File: src/hw/rtl/arsw_pkg.sv
// Shared types and constants for the alternating row-shift warp unit.
package arsw_pkg;

  // Field and register widths
  localparam int PixW     = 8;
  localparam int LineW    = 13;
  localparam int HeightW  = 13;
  localparam int ShiftW   = 5;
  localparam int CfgIdxW  = 2;
  localparam int CfgDataW = 13;

  // Longest row-end burst is one pixel plus this many copies
  localparam int BurstCap = 15;
  localparam int MagW     = 4;
  localparam int CntW     = 5;

  // Configuration register indexes
  localparam logic [CfgIdxW-1:0] CfgLineWidth   = 2'd0;
  localparam logic [CfgIdxW-1:0] CfgFrameHeight = 2'd1;
  localparam logic [CfgIdxW-1:0] CfgShiftAmount = 2'd2;

  // One run of identical output pixels caused by one input pixel
  typedef struct packed {
    logic [PixW-1:0] pix;
    logic [CntW-1:0] cnt;
    logic            row_end;
    logic            frame_end;
  } run_t;

endpackage

File: src/hw/rtl/alternating_row_shift_warp_unit.sv
// Top level of the alternating row-shift warp unit.
//
//  channel  | direction | handshake                | payload
//  ---------+-----------+--------------------------+-------------------------------------
//  in       | in        | in_valid_i / in_ready_o  | pixel_in_i
//  out      | out       | out_valid_o / out_ready_i| pixel_out_o, last_of_run_o,
//           |           |                          | row_end_o, frame_end_o
//  cfg      | in        | cfg_we_i                 | cfg_idx_i, cfg_data_i
//
// A pixel is taken every cycle unless the run register is stalled; its first result is offered
// after it passes through a run register and an output register.
// A row end under a left shift plays out up to 16 pixels, one per cycle while out_ready_i is high; the input
// stalls while the output register is busy with such a burst.
// Reset clears counters and valid flags; the delay line is not cleared.
module alternating_row_shift_warp_unit #(
  parameter int MAX_AMP    = 15,
  parameter int MAX_WIDTH  = 4096,
  parameter int MAX_HEIGHT = 4096
) (
  input  logic                           clk_i,
  input  logic                           rst_ni,
  input  logic                           cfg_we_i,
  input  logic [arsw_pkg::CfgIdxW-1:0]   cfg_idx_i,
  input  logic [arsw_pkg::CfgDataW-1:0]  cfg_data_i,
  input  logic                           in_valid_i,
  output logic                           in_ready_o,
  input  logic [arsw_pkg::PixW-1:0]      pixel_in_i,
  output logic                           out_valid_o,
  input  logic                           out_ready_i,
  output logic [arsw_pkg::PixW-1:0]      pixel_out_o,
  output logic                           last_of_run_o,
  output logic                           row_end_o,
  output logic                           frame_end_o
);
  import arsw_pkg::*;

  logic run_valid;
  logic run_ready;
  run_t run;

  // Request decode and run formation
  arsw_core #(
    .MAX_AMP   (MAX_AMP),
    .MAX_WIDTH (MAX_WIDTH),
    .MAX_HEIGHT(MAX_HEIGHT)
  ) u_core (
    .clk_i      (clk_i),
    .rst_ni     (rst_ni),
    .cfg_we_i   (cfg_we_i),
    .cfg_idx_i  (cfg_idx_i),
    .cfg_data_i (cfg_data_i),
    .in_valid_i (in_valid_i),
    .in_ready_o (in_ready_o),
    .pixel_in_i (pixel_in_i),
    .run_valid_o(run_valid),
    .run_o      (run),
    .run_ready_i(run_ready)
  );

  // Run playout
  arsw_burst u_burst (
    .clk_i        (clk_i),
    .rst_ni       (rst_ni),
    .run_valid_i  (run_valid),
    .run_i        (run),
    .run_ready_o  (run_ready),
    .out_valid_o  (out_valid_o),
    .out_ready_i  (out_ready_i),
    .pixel_out_o  (pixel_out_o),
    .last_of_run_o(last_of_run_o),
    .row_end_o    (row_end_o),
    .frame_end_o  (frame_end_o)
  );

endmodule

File: src/hw/rtl/arsw_core.sv
// Row/column tracking, shift selection, delay line and run register.
module arsw_core #(
  parameter int MAX_AMP    = 15,
  parameter int MAX_WIDTH  = 4096,
  parameter int MAX_HEIGHT = 4096
) (
  input  logic                           clk_i,
  input  logic                           rst_ni,
  input  logic                           cfg_we_i,
  input  logic [arsw_pkg::CfgIdxW-1:0]   cfg_idx_i,
  input  logic [arsw_pkg::CfgDataW-1:0]  cfg_data_i,
  input  logic                           in_valid_i,
  output logic                           in_ready_o,
  input  logic [arsw_pkg::PixW-1:0]      pixel_in_i,
  output logic                           run_valid_o,
  output arsw_pkg::run_t                 run_o,
  input  logic                           run_ready_i
);
  import arsw_pkg::*;

  localparam int ColW   = $clog2(MAX_WIDTH);
  localparam int RowW   = (MAX_HEIGHT > 1) ? $clog2(MAX_HEIGHT) : 1;
  localparam int WExtW  = ((ColW > LineW) ? ColW : LineW) + 1;
  localparam int HExtW  = ((RowW > HeightW) ? RowW : HeightW) + 1;
  localparam int AmpCap = (MAX_AMP < BurstCap) ? MAX_AMP : BurstCap;
  localparam int TapW   = (AmpCap > 1) ? $clog2(AmpCap) : 1;

  // Configuration registers
  logic [LineW-1:0]   line_width_q;
  logic [HeightW-1:0] frame_height_q;
  logic [ShiftW-1:0]  shift_amount_q;

  // Stream state
  logic [ColW-1:0] col_q, col_d;
  logic [RowW-1:0] row_q, row_d;
  logic [PixW-1:0] first_q;
  logic [PixW-1:0] dly_q [AmpCap];

  // Run register
  logic run_valid_q;
  run_t run_q, run_d;

  logic             acc;
  logic [WExtW-1:0] lw_ext, wm1;
  logic [HExtW-1:0] fh_ext, hm1;
  logic             last, row_last;
  logic [CntW-1:0]  mag_raw, mag_a;
  logic [MagW-1:0]  mag, tap_sel;
  logic [TapW-1:0]  tap_idx;
  logic             neg;
  logic             col_ge_mag;
  logic [CntW-1:0]  pos_cnt;
  logic [PixW-1:0]  neg_pix;

  assign acc        = in_valid_i && in_ready_o;
  assign in_ready_o = !run_valid_q || run_ready_i;
  assign run_valid_o = run_valid_q;
  assign run_o       = run_q;

  // Effective width-1 and height-1, zero read as one, clipped to the maxima
  assign lw_ext = WExtW'(line_width_q);
  assign fh_ext = HExtW'(frame_height_q);

  always_comb begin
    if (lw_ext == '0) begin
      wm1 = '0;
    end else if (lw_ext > WExtW'(MAX_WIDTH)) begin
      wm1 = WExtW'(MAX_WIDTH - 1);
    end else begin
      wm1 = lw_ext - WExtW'(1);
    end
    if (fh_ext == '0) begin
      hm1 = '0;
    end else if (fh_ext > HExtW'(MAX_HEIGHT)) begin
      hm1 = HExtW'(MAX_HEIGHT - 1);
    end else begin
      hm1 = fh_ext - HExtW'(1);
    end
  end

  assign last     = WExtW'(col_q) >= wm1;
  assign row_last = HExtW'(row_q) >= hm1;

  // Shift magnitude, saturated to the amp cap and to width-1
  assign mag_raw = shift_amount_q[ShiftW-1] ? (~shift_amount_q + CntW'(1)) : shift_amount_q;
  assign mag_a   = (mag_raw > CntW'(AmpCap)) ? CntW'(AmpCap) : mag_raw;

  always_comb begin
    if (WExtW'(mag_a) > wm1) begin
      mag = wm1[MagW-1:0];
    end else begin
      mag = mag_a[MagW-1:0];
    end
  end

  // Direction flips on odd rows; zero shift counts as positive
  assign neg = (shift_amount_q[ShiftW-1] ^ row_q[0]) && (mag != '0);

  assign tap_sel = mag - MagW'(1);
  assign tap_idx = tap_sel[TapW-1:0];

  assign col_ge_mag = WExtW'(col_q) >= WExtW'(mag);

  // Right shift: row's first pixel near the left edge, else delayed pixel
  always_comb begin
    if (col_q == '0) begin
      neg_pix = pixel_in_i;
    end else if (!col_ge_mag) begin
      neg_pix = first_q;
    end else begin
      neg_pix = dly_q[tap_idx];
    end
  end

  // Left shift: drop the first mag pixels, pad the row end with copies
  assign pos_cnt = CntW'(col_ge_mag) + (last ? CntW'(mag) : CntW'(0));

  always_comb begin
    run_d.pix       = neg ? neg_pix : pixel_in_i;
    run_d.cnt       = neg ? CntW'(1) : pos_cnt;
    run_d.row_end   = last;
    run_d.frame_end = last && row_last;
  end

  // Position counters
  always_comb begin
    if (last) begin
      col_d = '0;
      row_d = row_last ? '0 : row_q + RowW'(1);
    end else begin
      col_d = col_q + ColW'(1);
      row_d = row_q;
    end
  end

  // Configuration writes
  always_ff @(posedge clk_i or negedge rst_ni) begin
    if (!rst_ni) begin
      line_width_q   <= LineW'(640);
      frame_height_q <= HeightW'(480);
      shift_amount_q <= ShiftW'(1);
    end else if (cfg_we_i) begin
      unique case (cfg_idx_i)
        CfgLineWidth:   line_width_q   <= cfg_data_i[LineW-1:0];
        CfgFrameHeight: frame_height_q <= cfg_data_i[HeightW-1:0];
        CfgShiftAmount: shift_amount_q <= cfg_data_i[ShiftW-1:0];
        default: ;
      endcase
    end
  end

  // Control state
  always_ff @(posedge clk_i or negedge rst_ni) begin
    if (!rst_ni) begin
      col_q       <= '0;
      row_q       <= '0;
      first_q     <= '0;
      run_valid_q <= 1'b0;
    end else begin
      if (acc) begin
        col_q       <= col_d;
        row_q       <= row_d;
        run_valid_q <= 1'b1;
        if (col_q == '0) begin
          first_q <= pixel_in_i;
        end
      end else if (run_ready_i) begin
        run_valid_q <= 1'b0;
      end
    end
  end

  // Run payload and delay line, newest pixel at tap zero
  always_ff @(posedge clk_i) begin
    if (acc) begin
      run_q    <= run_d;
      dly_q[0] <= pixel_in_i;
      for (int k = 1; k < AmpCap; k++) begin
        dly_q[k] <= dly_q[k-1];
      end
    end
  end

endmodule

File: src/hw/rtl/arsw_burst.sv
// Output register that plays out each run one pixel per handshake.
module arsw_burst (
  input  logic                      clk_i,
  input  logic                      rst_ni,
  input  logic                      run_valid_i,
  input  arsw_pkg::run_t            run_i,
  output logic                      run_ready_o,
  output logic                      out_valid_o,
  input  logic                      out_ready_i,
  output logic [arsw_pkg::PixW-1:0] pixel_out_o,
  output logic                      last_of_run_o,
  output logic                      row_end_o,
  output logic                      frame_end_o
);
  import arsw_pkg::*;

  logic [CntW-1:0] rem_q;
  logic [PixW-1:0] pix_q;
  logic            row_end_q;
  logic            frame_end_q;
  logic            is_last;
  logic            out_hs;

  assign out_valid_o   = rem_q != '0;
  assign is_last       = rem_q == CntW'(1);
  assign out_hs        = out_valid_o && out_ready_i;
  assign run_ready_o   = (rem_q == '0) || (is_last && out_ready_i);
  assign pixel_out_o   = pix_q;
  assign last_of_run_o = is_last;
  assign row_end_o     = row_end_q && is_last;
  assign frame_end_o   = frame_end_q && is_last;

  // Remaining count; an empty run just passes through
  always_ff @(posedge clk_i or negedge rst_ni) begin
    if (!rst_ni) begin
      rem_q <= '0;
    end else if (run_valid_i && run_ready_o) begin
      rem_q <= run_i.cnt;
    end else if (out_hs) begin
      rem_q <= rem_q - CntW'(1);
    end
  end

  // Run payload
  always_ff @(posedge clk_i) begin
    if (run_valid_i && run_ready_o) begin
      pix_q       <= run_i.pix;
      row_end_q   <= run_i.row_end;
      frame_end_q <= run_i.frame_end;
    end
  end

  // Run length never beyond one pixel plus a full burst
  a_rem_bound: assert property (@(posedge clk_i) disable iff (!rst_ni)
    rem_q <= CntW'(BurstCap + 1))
    else $error("run length out of range");

  // A run with more than one pixel left holds its count while the output is stalled
  a_rem_hold: assert property (@(posedge clk_i) disable iff (!rst_ni)
    (rem_q > CntW'(1)) && !out_ready_i |=> rem_q == $past(rem_q))
    else $error("run counter moved without a handshake");

  // Frame end only on a row end, row end only on a run's last pixel
  a_frame_row: assert property (@(posedge clk_i) disable iff (!rst_ni)
    frame_end_o |-> row_end_o)
    else $error("frame end without row end");

  a_row_last: assert property (@(posedge clk_i) disable iff (!rst_ni)
    row_end_o |-> last_of_run_o && out_valid_o)
    else $error("row end off the last pixel of a run");

endmodule
File: config.mk
export PLATFORM = sky130hd
export DESIGN_NAME = alternating_row_shift_warp_unit
export DESIGN_NICKNAME = d
export VERILOG_FILES = /design/src/hw/rtl/arsw_pkg.sv /design/src/hw/rtl/alternating_row_shift_warp_unit.sv /design/src/hw/rtl/arsw_core.sv /design/src/hw/rtl/arsw_burst.sv
export SDC_FILE = /design/constraint.sdc
export NUM_CORES = 1
export LEC_CHECK = 0
export ABC_AREA = 1
export BUFFER_PORTS_ARGS = -buffer_cell sky130_fd_sc_hd__buf_2
export CAP_MARGIN = 40
export CORE_UTILIZATION = 50
export DETAILED_ROUTE_END_ITERATION = 12
export PLACE_DENSITY = 0.67
export SLEW_MARGIN = 20
export SYNTH_ARGS = -nofsm -noshare
export SYNTH_HDL_FRONTEND = slang
export SYNTH_SLANG_ARGS = --single-unit
File: constraint.sdc
create_clock -name clk_i -period 4.3 [get_ports clk_i]
set_input_delay 0.43 -clock clk_i [delete_from_list [all_inputs] [get_ports clk_i]]
set_output_delay 0.43 -clock clk_i [all_outputs]
set_load 0.03 [all_outputs]
==> results of run 1 <==
==> worst max-delay path, stage by stage, from the launching register on <==
cell	delay (ps)
dfrtp_1	410
or2_1	260
nor2_4	170
nand2_2	90
nand2_4	110
inv_4	60
o31ai_4	230
ha_1	270
nand2_1	60
inv_1	50
o21ai_1	70
nand2_1	70
a21oi_1	120
nor2_1	60
nand3_2	90
nor2_4	50
buf_4	130
buf_4	140
nand3_2	90
nand2_4	90
ha_1	270
o21a_1	110
o21ai_2	120
nand2_2	100
ha_4	170
ha_1	270
inv_1	50
nor2_1	40
==> cells in the mapped netlist (2+ instances only) <==
cell      number  area share (%)
nor2_2         8            0.45
nand4_1       11            0.61
nand3_1      206             9.2
or2_2          3            0.17
edfxtp_1     145              39
nor4_1         2            0.11
clkbuf_1      19            0.63
a21oi_1       26             1.2
nand3b_1       3            0.20
o21a_1         2            0.13
nand2_4        4            0.40
nor2_1        89             3.0
buf_4          2            0.13
inv_1        231             7.7
xor2_1         6            0.47
dfstp_2        7             1.6
inv_2          2           0.067
nor2_4         2            0.20
nand3_2        7            0.62
nor3_1        21            0.93
xnor2_1        2            0.16
mux2_2         8            0.80
o21ai_0       70             3.1
dfrtp_1       62              14
buf_2         12            0.53
o31ai_1        6            0.40
nand2_2        8            0.45
nand2_1      243             8.1
ha_1          44             4.9
==> timing repair <==
item,CTS,global route
gates resized for setup,0,18
hold buffers,1,0
setup endpoints to repair,11,14
setup buffers,3,6
pin swaps,2,9
endpoints found under the hold margin,17,0
==> metal layers <==
| layer | GRT usage [%] | up-vias | wire [um] |
|---|---|---|---|
| li1 | - | 4300 | - |
| met1 | 32.38 | 3942 | 11920 |
| met2 | 32.83 | 218 | 10580 |
| met3 | 2.424 | 26 | 1245 |
| met4 | 5.053 | 0 | 391 |
| met5 | 0 | - | 0 |
==> report_power, final <==
part           internal, mW  switching, mW
logic                  1.03           1.99
clock network          1.23          0.798
registers              3.00          0.340
total                  5.25           3.13
==> through the flow <==
stage | hold slack, ps | std cells | worst slack [ps] | power [mW]
finish | 121.4 | 1630 | 272.9 | 8.380
global route | 108.8 | 1630 | -11.02 | 8.979
CTS | 102.6 | 1623 | 35.52 | 8.371
detailed placement | 397.9 | 1575 | -24.80 | 6.304
global placement | 397.0 | 1575 | 103.3 | 6.218
floorplan | 134.4 | 1267 | 44.47 | 5.430
==> kinds of logic (layout without fill, tap and decap cells) <==
family / count (synthesis) / count (layout) / synth area share [%]
flip-flops: 214 / 214 / 54.14
other: 1 / 1 / 0.03334
adder cells (fa/ha/maj): 44 / 44 / 4.895
AND/OR/NAND/NOR: 611 / 611 / 24.73
multiplexers: 8 / 8 / 0.8010
XOR/XNOR: 8 / 8 / 0.6230
AO/OA/AOI/OAI: 113 / 113 / 5.562
buffers and inverters: 268 / 351 / 9.211
==> registers in the layout, summed over array words and instances, names as in the netlist <==
| signal | count |
|---|---|
| u_core.col_q | 12 |
| u_core.first_q | 8 |
| u_core.line_width_q | 13 |
| u_core.row_q | 12 |
| u_core.dly_q | 120 |
| u_burst.rem_q | 5 |
| u_core.frame_height_q | 13 |
| u_burst.pixel_out_o | 8 |
| u_core.run_valid_o | 1 |
| u_burst.row_end_q | 1 |
| u_core.shift_amount_q | 5 |
| u_core.run_o | 15 |
| u_burst.frame_end_q | 1 |
==> final cells by class <==
type | count | area share, %
clock buffers | 31 | 5.260
clock inverters | 13 | 0.8831
inverters | 234 | 6.871
multi-input cells | 785 | 33.22
flip-flops and latches | 214 | 47.23
well taps | 280 | 2.717
repair buffers | 73 | 3.814
==> how the worst max path moves through the flow <==
stage,from,to,slack (ps),cells after the start
2_1_floorplan,u_core.line_width_q[0],u_core.run_o[2],40,30
4_1_cts,u_core.line_width_q[8],u_core.run_o[4],40,28
5_1_grt,u_core.line_width_q[0],u_core.run_o[3],-10,29
6_report,u_core.line_width_q[8],u_core.run_o[3],270,27
3_3_place_gp,u_core.line_width_q[0],u_core.run_o[3],100,29
3_5_place_dp,u_core.line_width_q[0],u_core.run_o[3],-20,29
==> summary.md, run 1 <==
| Metric | Value |
|---|---|
| Commonest non-fill, non-tap cell in the layout | `nand2_1` |
| Hold endpoint | `u_core.dly_q[0][3]` |
| Slew margin rel. | `53.56%` |
| Slew Viols, Final | `0` |
| CTS tree | `done` |
| Hold path depth | `1` |
| DP HPWL | `16.13 mm` |
| Final #Nets | `1,404` |
| # IOs | `41` |
| Max cap viols | `0` |
| Width of the die | `152.0 um` |
| Post-synth ARST share | `32.24%` |
| Initial Utilization | `51.22%` |
| Multi-input logic area | `4283 um2` |
| First drt pass iteration count | `9` |
| RR Endpoint | `u_core.run_o[3]` |
| Number of synthesized register bits | `214` |
| Status | `complete, but fails checks` |
| Synthesis-to-finish area growth | `14.63%` |
| Initial drt markers | `608` |
| Reg2Reg Depth | `27` |
| Worst path required time | `4540 ps` |
| Peak VDD IR | `0.0003478 V` |
| Number of synthesized flops with an enable pin | `145` |
| Ant. Diodes | `0` |
| Ys flop type | `edfxtp_1` |
| WS Path Type | `flip-flop to flip-flop` |
| DRT antenna net count | `0` |
| Gpl congestion | `0.8500` |
| Yosys cell types | `45` |
| Die area | `23,100 um2` |
| Hold_sp | `pixel_in_i[3]` |
| Critical Path AT | `4270 ps` |
| Initial antenna violation count | `0` |
| Chip height | `152.0 um` |
| Syn Area/Cell | `8.877 um2` |
| FF-to-FF setup slack | `270 ps` |
| Clock Skew | `21.29 ps` |
| Sequential fraction of the synthesis area | `54.14%` |
| Final core occ | `58.71%` |
| Final Cell Area | `12,890 um2` |
| CTS max path bufs | `3` |
| Failing checks | `DRC` |
| DP Area | `11,950 um2` |
| Leakage power | `6.043 nW` |
| Tcrit/Tclk final | `93.65%` |
| H-tree depth reported by CTS | `1` |
| Yosys Warn Count | `0` |
| Syn_nets | `1,339` |
| Filler cell count in the final layout | `1,856` |
| Worst-Margin Slew | `695.0 ps` |
| Latest clock arrival within the worst-skew pair | `510 ps` |
| Most frequent cells in the layout | `236 x nand2_1, 225 x inv_1, 203 x nand3_1` |
| Core area | `21,960 um2` |
| Final hold vios | `0` |
| Critical path fanouts, max | `7` |
| CTS Sinks | `214` |
| Clock-pin slew on the worst setup and hold paths | `60 ps` |
| Power Density | `650.0 nW/um2` |
| DR vias/cell | `5.206` |
| Site row count | `54` |
| Final Setup Violations | `0` |
| WL final | `24.14 mm` |
| CTS Buf Count | `24` |
| FF-to-FF Start | `u_core.line_width_q[8]` |
| Post-route DRC | `4` |
| First-pass GRT wire length | `40.05 mm` |
| Vias in the first global route | `7,981` |
| Cells after synthesis | `1,267` |
| Endpoint class of the critical path | `flip-flop` |
| Via count | `8,486` |
| Share of cells above drive strength 1 | `14.00%` |
| Gr ovfl total | `0` |
| Largest net degree at the start of global routing | `97` |
| IO buf count | `40` |
| Root Buffer | `clkbuf_16` |
| Max Fclk | `0.2483 GHz` |
| CP Launch Type | `flip-flop` |
| Total track usage | `21.35%` |
| Mapped Area | `11,250 um2` |
| Final min period | `4027 ps` |
| Register area | `6090 um2` |
| WL per Instance | `14.81 um` |
| Final setup TNS | `0 ps` |
| Worst Hold Class | `input port to flip-flop` |
Power figures use the tool's default switching activity.
==> inputs of run 2 (changes only) <==
--- a/config.mk
+++ b/config.mk
@@ -5,7 +5,6 @@
 export SDC_FILE = /design/constraint.sdc
 export NUM_CORES = 1
 export LEC_CHECK = 0
-export ABC_AREA = 1
 export BUFFER_PORTS_ARGS = -buffer_cell sky130_fd_sc_hd__buf_2
 export CAP_MARGIN = 40
 export CORE_UTILIZATION = 50
==> run 2 against run 1 <==
The flow finishes with violations (setup timing). Cell count shrank 23%. Sequential power shrank 16%. Combinational power shrank 14%. Sequential cell count is the same. Routed wire length shrank 1.9%. Core utilization grew 6.0 points. Critical endpoint is now u_core.run_o[4]. Largest power group unchanged.
==> summary.md, run 2 <==
| Metric | Value |
|---|---|
| Largest reg by FF count | `u_core.dly_q` |
| First drt pass iteration count | `7 (-2)` |
| Leakage power | `5.276 nW (-13%)` |
| Cells after synthesis | `820 (-35%)` |
| Clock-pin slew on the worst setup and hold paths | `60 ps (about the same)` |
| DP Area | `11,780 um2 (-1.4%)` |
| Most frequent cells in the layout | `145 x edfxtp_1, 100 x buf_4, 62 x dfrtp_1` |
| Cell mode on critical path | `ha_4` |
| Crit path to | `u_core.run_o[4]` |
| Gr ovfl total | `0 (unchanged)` |
| Largest area contributor in the netlist | `edfxtp_1` |
| Total track usage | `22.67% (+1.3 points)` |
| CTS tree | `done` |
| WL final | `23.67 mm (-1.9%)` |
| FF-to-FF Start | `u_core.line_width_q[1]` |
| Worst path max stage delay | `470 ps (+60 ps)` |
| Root Buffer | `clkbuf_16` |
| Clock Skew | `30.24 ps (+8.947 ps)` |
| Reg2Reg Depth | `23 (-15%)` |
| # IOs | `41 (unchanged)` |
| Synthesis-to-finish area growth | `25.78%` |
| Status | `complete, but fails checks` |
| Post-synth ARST share | `32.24% (unchanged)` |
| Final setup TNS | `-9520 ps (-9520 ps)` |
| Final worst setup slack | `-802.4 ps (-1075 ps)` |
| Crit path cell chain | `inv_2, ha_4, or4b_4, or3_4, nand2_4, o21ai_1, inv_1, ha_1, and4_1, a211o_1, a2111oi_2, nand4b_1, buf_4, mux2i_4, ha_4, nand2b_4, a21o_1, a21o_1, a211o_4, ha_4, ha_4, xor2_1, nor2_1` |
| Initial Utilization | `51.41% (+0.19 points)` |
| WP buf/inv | `3 (-2)` |
| Number of synthesized flops with an enable pin | `145 (unchanged)` |
| Worst path required time | `4550 ps (about the same)` |
| Peak VDD IR | `0.0004026 V (+16%)` |
| Largest net degree at the start of global routing | `140 (+44%)` |
| Power, Total | `7.615 mW (-9.1%)` |
| Setup repair after global routing missed its margin | `yes` |
| Initial antenna violation count | `0 (unchanged)` |
| Critical path fanouts, max | `4 (-3)` |
| FF-to-FF setup slack | `-800 ps (-1080 ps)` |
| Site row count | `52 (-3.7%)` |
| Initial drt markers | `530 (-13%)` |
| Final hold vios | `0 (unchanged)` |
| Most common cell in the netlist | `edfxtp_1` |
| Max Fclk | `0.1960 GHz (-21%)` |
| DP HPWL | `15.76 mm (-2.3%)` |
| Slowest library cell on the worst path | `or4b_4` |
| Gpl congestion | `0.8634 (+1.6%)` |
| Width of the die | `146.7 um (-3.5%)` |
| CP Launch Point | `u_core.line_width_q[1]` |
| Ant. Diodes | `0 (unchanged)` |
| Vias in the first global route | `7,592 (-4.9%)` |
| Final Cell Area | `13,170 um2 (+2.1%)` |
| Ys flop type | `edfxtp_1` |
| CTS Sinks | `214 (unchanged)` |
| CP Launch Type | `flip-flop` |
| WL per Instance | `18.74 um (+27%)` |
| Via count | `7,327 (-14%)` |
| Slew Viols, Final | `0 (unchanged)` |
| Tcrit/Tclk final | `118.7% (+25 points)` |
| IO buf count | `40 (unchanged)` |
| Synth area leaders | `edfxtp_1 42%, dfrtp_1 15%, ha_1 5.3%, mux4_2 4.5%, mux2_2 4.4%` |
| Share of the synthesized area in the top cell type | `41.59% (+2.9 points)` |
| Flip-flop count of the largest register after layout | `120 (unchanged)` |
| Failing checks | `setup timing` |
| Mapped Area | `10,470 um2 (-6.9%)` |
| DR vias/cell | `5.801 (+11%)` |
| First-pass GRT wire length | `38.88 mm (-2.9%)` |
| Commonest non-fill, non-tap cell in the layout | `edfxtp_1` |
| Critical Path AT | `5360 ps (+1090 ps)` |
| Chip height | `146.7 um (-3.5%)` |
| Slew margin rel. | `48.61% (-4.9 points)` |
| H-tree depth reported by CTS | `1 (unchanged)` |
| Final Setup Violations | `13 (+13)` |
| DRT antenna net count | `0 (unchanged)` |
| Core area | `20,360 um2 (-7.3%)` |
| Yosys Warn Count | `0 (unchanged)` |
| CTS max path bufs | `3 (unchanged)` |
| Syn_nets | `892 (-33%)` |
| Power Density | `578.3 nW/um2 (-11%)` |
| Synth top cells by count | `145 x edfxtp_1, 62 x dfrtp_1, 61 x nor2_1` |
| Endpoint class of the critical path | `flip-flop` |
| Max cap viols | `0 (unchanged)` |
| Sequential fraction of the synthesis area | `58.16% (+4.0 points)` |
| Latest clock arrival within the worst-skew pair | `530 ps (+20 ps)` |
| Die area | `21,520 um2 (-6.8%)` |
| WS Path Type | `flip-flop to flip-flop` |
| CTS Buf Count | `24 (unchanged)` |
| Worst-Margin Slew | `770.9 ps (+75.90 ps)` |
| Share of cells above drive strength 1 | `33.74% (+20 points)` |
| Worst Hold Class | `input port to flip-flop` |
| RR Endpoint | `u_core.run_o[4]` |
| Crit path max-delay family | `simple AND/OR/NAND/NOR gates` |
| Final #Nets | `1,047 (-25%)` |
| Worst path depth | `23 (-15%)` |
| Yosys cell types | `69 (+53%)` |
| Final min period | `5102 ps (+1075 ps)` |
| Syn Area/Cell | `12.77 um2 (+44%)` |
| Post-route DRC | `0 (-4)` |
| Number of synthesized register bits | `214 (unchanged)` |
[run 2: cell types whose count changed in the layout (fill, tap and decap cells not counted), moves of 10 or more]
cell	delta
a211o_1	+11
a22o_1	+10
buf_4	+72
inv_1	-200
mux2_2	+33
mux4_2	+21
nand2_1	-182
nand2_2	-12
nand2b_1	+11
nand3_1	-188
nor2_1	-35
o21ai_0	-48
xnor2_1	+12
[run 2: final cells by class]
class	count	area [um2]
clock buffers	29	680.7
clock inverters	15	201.4
fillers	1462	7196
inverters	32	127.6
multi-input cells	544	4498
flip-flops and latches	214	6090
well taps	270	337.8
repair buffers	159	1234
[run 2: logic make-up after synthesis]
group                      share of synthesized area, %
buffers and inverters                             2.390
AOI/OAI and AO/OA                                 9.955
muxes                                             10.00
other                                           0.03582
adders and majority gates                         5.354
and+or+nand+nor                                   11.76
xor gates and xnor gates                          2.342
DFF                                               58.16
[run 2: where the power goes]
part	internal [mW]	total (mW)	switching [mW]
combinational	1.30	2.61	1.31
sequential	2.56	2.79	0.225
clock	1.38	2.22	0.842
[run 2: how the worst min path moves through the flow]
| stage | from | end | slack, ps | cells after the start |
|---|---|---|---|---|
| finish | pixel_in_i[6] | u_core.dly_q[0][6] | 120 | 1 |
| global route | pixel_in_i[1] | u_core.dly_q[0][1] | 110 | 1 |
| CTS | pixel_in_i[1] | u_core.dly_q[0][1] | 100 | 1 |
| detailed placement | u_core.run_o[0] | u_burst.frame_end_q | 410 | 0 |
| global placement | u_core.run_o[1] | u_burst.row_end_q | 400 | 0 |
| floorplan | rst_ni | u_burst.rem_q[0] | 130 | 0 |
[run 2: routing by layer]
| metal | GRT usage (%) | wire length [um] | vias to the layer above |
|---|---|---|---|
| li1 | - | - | 3429 |
| met3 | 3.447 | 1162 | 50 |
| met5 | 0 | 0 | - |
| met2 | 37.56 | 11340 | 187 |
| met1 | 30.87 | 10580 | 3661 |
| met4 | 7.083 | 585 | 0 |
[run 2: through the flow]
step	worst slack [ps]	util [%]	instances	hold WS, ps
6_report	-802.4	64.67	1263	120.4
5_1_grt	-980.3	64.67	1263	109.8
4_1_cts	-728.0	64.13	1264	104.9
3_5_place_dp	-956.4	57.83	1195	406.5
3_3_place_gp	-741.6	57.80	1194	403.9
2_1_floorplan	-1084	-	820	134.4
[run 2: timing repair]
| action | in CTS | in global routing |
|---|---|---|
| gates cloned | 1 | 0 |
| pin swaps | 19 | 15 |
| gates resized for setup | 49 | 25 |
| hold endpoints to repair | 8 | 0 |
| hold buffers | 1 | 0 |
| setup buffers | 23 | 9 |
| setup endpoints to repair | 14 | 39 |
[run 2: worst reg2reg max path: cells and delay by family (launching register included)]
family	cells	cell delay (ps)
xor+xnor	1	140
simple gates	7	1490
fa+ha+maj	5	960
mux	1	240
compound gates	6	1280
buf+inv	3	360
flops	1	380
==> inputs of run 3 (changes only) <==
--- a/config.mk
+++ b/config.mk
@@ -9,8 +9,10 @@
 export CAP_MARGIN = 40
 export CORE_UTILIZATION = 50
 export DETAILED_ROUTE_END_ITERATION = 12
+export MAX_ROUTING_LAYER = met4
 export PLACE_DENSITY = 0.67
 export SLEW_MARGIN = 20
 export SYNTH_ARGS = -nofsm -noshare
 export SYNTH_HDL_FRONTEND = slang
+export SYNTH_HIERARCHICAL = 1
 export SYNTH_SLANG_ARGS = --single-unit
==> run 3 against run 2 <==
The flow still finishes with violations (setup timing). Combinational power hardly changed. Highest routed layer unchanged. Clock power is 14% lower. Fmax is 0.46% higher. Critical endpoint is now u_core/run_o[4]. Sequential power is 2% lower. Total power is 4.7% lower.
==> summary.md, run 3 <==
| Metric | Value |
|---|---|
| Status | `complete, but fails checks` |
| Failing checks | `setup timing` |
| FF-to-FF Start | `u_core/line_width_q[1]` |
| Die area | `22,110 um2 (+2.7%)` |
| DR vias/cell | `5.766 (-0.61%)` |
| CP Launch Type | `flip-flop` |
| Worst Hold Class | `input port to flip-flop` |
| CTS tree | `done` |
| Crit path max-delay family | `simple AND/OR/NAND/NOR gates` |
| Final worst setup slack | `-778.9 ps (+23.52 ps)` |
| Cell mode on critical path | `ha_4` |
| Worst path max stage delay | `450 ps (-20 ps)` |
| Core area | `21,090 um2 (+3.6%)` |
| WL per Instance | `18.16 um (-3.1%)` |
| Largest area contributor in the netlist | `edfxtp_1` |
| Final Setup Violations | `13 (unchanged)` |
| First drt pass iteration count | `5 (-2)` |
| Setup WS pre-CTS | `-1019 ps (-62.85 ps)` |
| Post-synth ARST share | `32.24% (unchanged)` |
| DP HPWL | `15.76 mm (about the same)` |
| Total track usage | `22.46% (-0.22 points)` |
| Slew margin rel. | `53.13% (+4.5 points)` |
| Critical Path AT | `5430 ps (+70 ps)` |
| First-pass GRT wire length | `37.94 mm (-2.4%)` |
| Leakage power | `5.425 nW (+2.8%)` |
| # IOs | `41 (unchanged)` |
| Latest clock arrival within the worst-skew pair | `510 ps (-20 ps)` |
| Max Fclk | `0.1969 GHz (+0.46%)` |
| Final min period | `5079 ps (-23.53 ps)` |
| Commonest non-fill, non-tap cell in the layout | `edfxtp_1` |
| Slowest library cell on the worst path | `or4_4` |
| Most frequent cells in the layout | `145 x edfxtp_1, 111 x buf_4, 62 x dfrtp_1` |
| Share of cells above drive strength 1 | `33.73% (about the same)` |
| Gpl congestion | `0.9112 (+5.5%)` |
| Cells after synthesis | `827 (+0.85%)` |
| IO buf count | `40 (unchanged)` |
| Peak VDD IR | `0.0003484 V (-13%)` |
| Initial Utilization | `51.01% (-0.40 points)` |
| Largest reg by FF count | `u_core/dly_q` |
| Most common cell in the netlist | `edfxtp_1` |
| CP Launch Point | `u_core/line_width_q[1]` |
| Width of the die | `148.7 um (+1.3%)` |
| Flip-flop count of the largest register after layout | `120 (unchanged)` |
| Yosys cell types | `78 (+13%)` |
| Post-route DRC | `0 (unchanged)` |
| Clock Skew | `11.58 ps (-18.66 ps)` |
| DRT antenna net count | `0 (unchanged)` |
| Mapped Area | `10,760 um2 (+2.7%)` |
| Gr ovfl total | `0 (unchanged)` |
| Endpoint class of the critical path | `flip-flop` |
| Number of synthesized register bits | `214 (unchanged)` |
| CTS Sinks | `214 (unchanged)` |
| Synthesis-to-finish area growth | `25.04%` |
| Largest net degree at the start of global routing | `51 (-64%)` |
| Site row count | `53 (+1.9%)` |
| Root Buffer | `clkbuf_16` |
| Number of synthesized flops with an enable pin | `145 (unchanged)` |
| Vias in the first global route | `7,283 (-4.1%)` |
| WS Path Type | `flip-flop to flip-flop` |
| CTS max path bufs | `3 (unchanged)` |
| Max cap viols | `0 (unchanged)` |
| Yosys Warn Count | `6 (+6)` |
| DP Area | `12,080 um2 (+2.6%)` |
| Ys flop type | `edfxtp_1` |
| Final core occ | `63.79% (-0.88 points)` |
| Power, Total | `7.257 mW (-4.7%)` |
| Final Cell Area | `13,450 um2 (+2.1%)` |
| Initial drt markers | `516 (-2.6%)` |
| Clock-pin slew on the worst setup and hold paths | `60 ps (about the same)` |
| CTS Buf Count | `23 (-4.2%)` |
| Synth top cells by count | `145 x edfxtp_1, 62 x dfrtp_1, 51 x nor2_1` |
| Via count | `7,432 (+1.4%)` |
| Final hold vios | `0 (unchanged)` |
| Tcrit/Tclk final | `118.1% (-0.55 points)` |
| Worst path required time | `4650 ps (+100 ps)` |
| Final setup TNS | `-9181 ps (+339.0 ps)` |
| Syn Area/Cell | `13.01 um2 (+1.9%)` |
| Hold_sp | `in_valid_i` |
| H-tree depth reported by CTS | `1 (unchanged)` |
| Initial antenna violation count | `0 (unchanged)` |
| Ant. Diodes | `0 (unchanged)` |
| Setup repair after global routing missed its margin | `yes` |
| Worst-Margin Slew | `700.9 ps (-69.93 ps)` |
| Power Density | `539.5 nW/um2 (-6.7%)` |
| WL final | `23.41 mm (-1.1%)` |
| Final #Nets | `1,070 (+2.2%)` |
| Critical path fanouts, max | `4 (unchanged)` |
| Chip height | `148.7 um (+1.3%)` |
| Sequential fraction of the synthesis area | `56.61% (-1.6 points)` |
| Synth area leaders | `edfxtp_1 40%, dfrtp_1 14%, ha_1 5.2%, mux4_2 4.4%, mux2_2 3.8%` |
| Share of the synthesized area in the top cell type | `40.47% (-1.1 points)` |
| WP buf/inv | `4 (+1)` |
| Slew Viols, Final | `0 (unchanged)` |
| Syn_nets | `900 (+0.90%)` |
## run 3: cell types whose count changed after synthesis, moves of 7 or more
| cell | change |
|---|---|
| a211o_1 | -11 |
| a21oi_1 | -25 |
| a31oi_1 | +7 |
| and2_1 | -8 |
| and3_1 | +7 |
| mux2i_1 | +20 |
| nand2_1 | -7 |
| nand3_1 | -7 |
| nand4_1 | -7 |
| nor2_1 | -10 |
| o21ai_0 | +22 |
## run 3: layer usage
layer	GRT usage [%]	up-vias	routed length, um
met2	33.39	186	10870
met3	3.558	36	962
met4	5.052	0	395
met5	-	-	0
met1	32.46	3679	11180
li1	-	3531	-
## run 3: worst paths after layout
path / to / slack [ps] / depth (start not counted)
worst max-delay path: u_core/run_o[4] / -780 / 25
worst min-delay path: u_core/run_valid_o / 140 / 2
worst max register to register: u_core/run_o[4] / -780 / 25
worst min register to register: u_burst/row_end_q / 420 / 0
max in group asynchronous: u_core/shift_amount_q[0] / 3240 / 3
min in group asynchronous: u_core/row_q[9] / 430 / 2
## run 3: cells by family after synthesis
kind of cell,after synthesis,synth area share [%]
and+or+nand+nor,224,11.05
DFF,214,56.61
AOI/OAI and AO/OA,163,10.46
muxes,92,12.18
buffers and inverters,68,2.815
adders and majority gates,45,5.234
xor gates and xnor gates,20,1.628
other,1,0.03486
## run 3: report_power, final
group	internal (mW)	switching (mW)	total, mW
Clock	1.13	0.791	1.92
Sequential	2.53	0.203	2.74
Combinational	1.33	1.27	2.60
## run 3: repair_timing
action,CTS,global route
buffers inserted,24,11
hold endpoints to repair,32,0
hold buffers,1,0
resized for setup,41,32
cloned,2,1
endpoints found under the setup margin,23,37
pin swaps,20,24
## run 3: per-stage QoR
step / hold slack, ps / std cells
after floorplan: 134.4 / 827
after global placement: 402.2 / 1210
after detailed placement: 404.5 / 1213
after CTS: 121.3 / 1281
after global routing: 138.3 / 1289
final: 137.3 / 1289
## run 3: final cells by class
type                    count  area (um2)
clock inverters            11       87.58
repair buffers            173        1373
clock buffers              31       656.9
inverters                  40       160.2
well taps                 275       344.1
flip-flops and latches    214        6090
fillers                  1531        7636
multi-input cells         545        4741
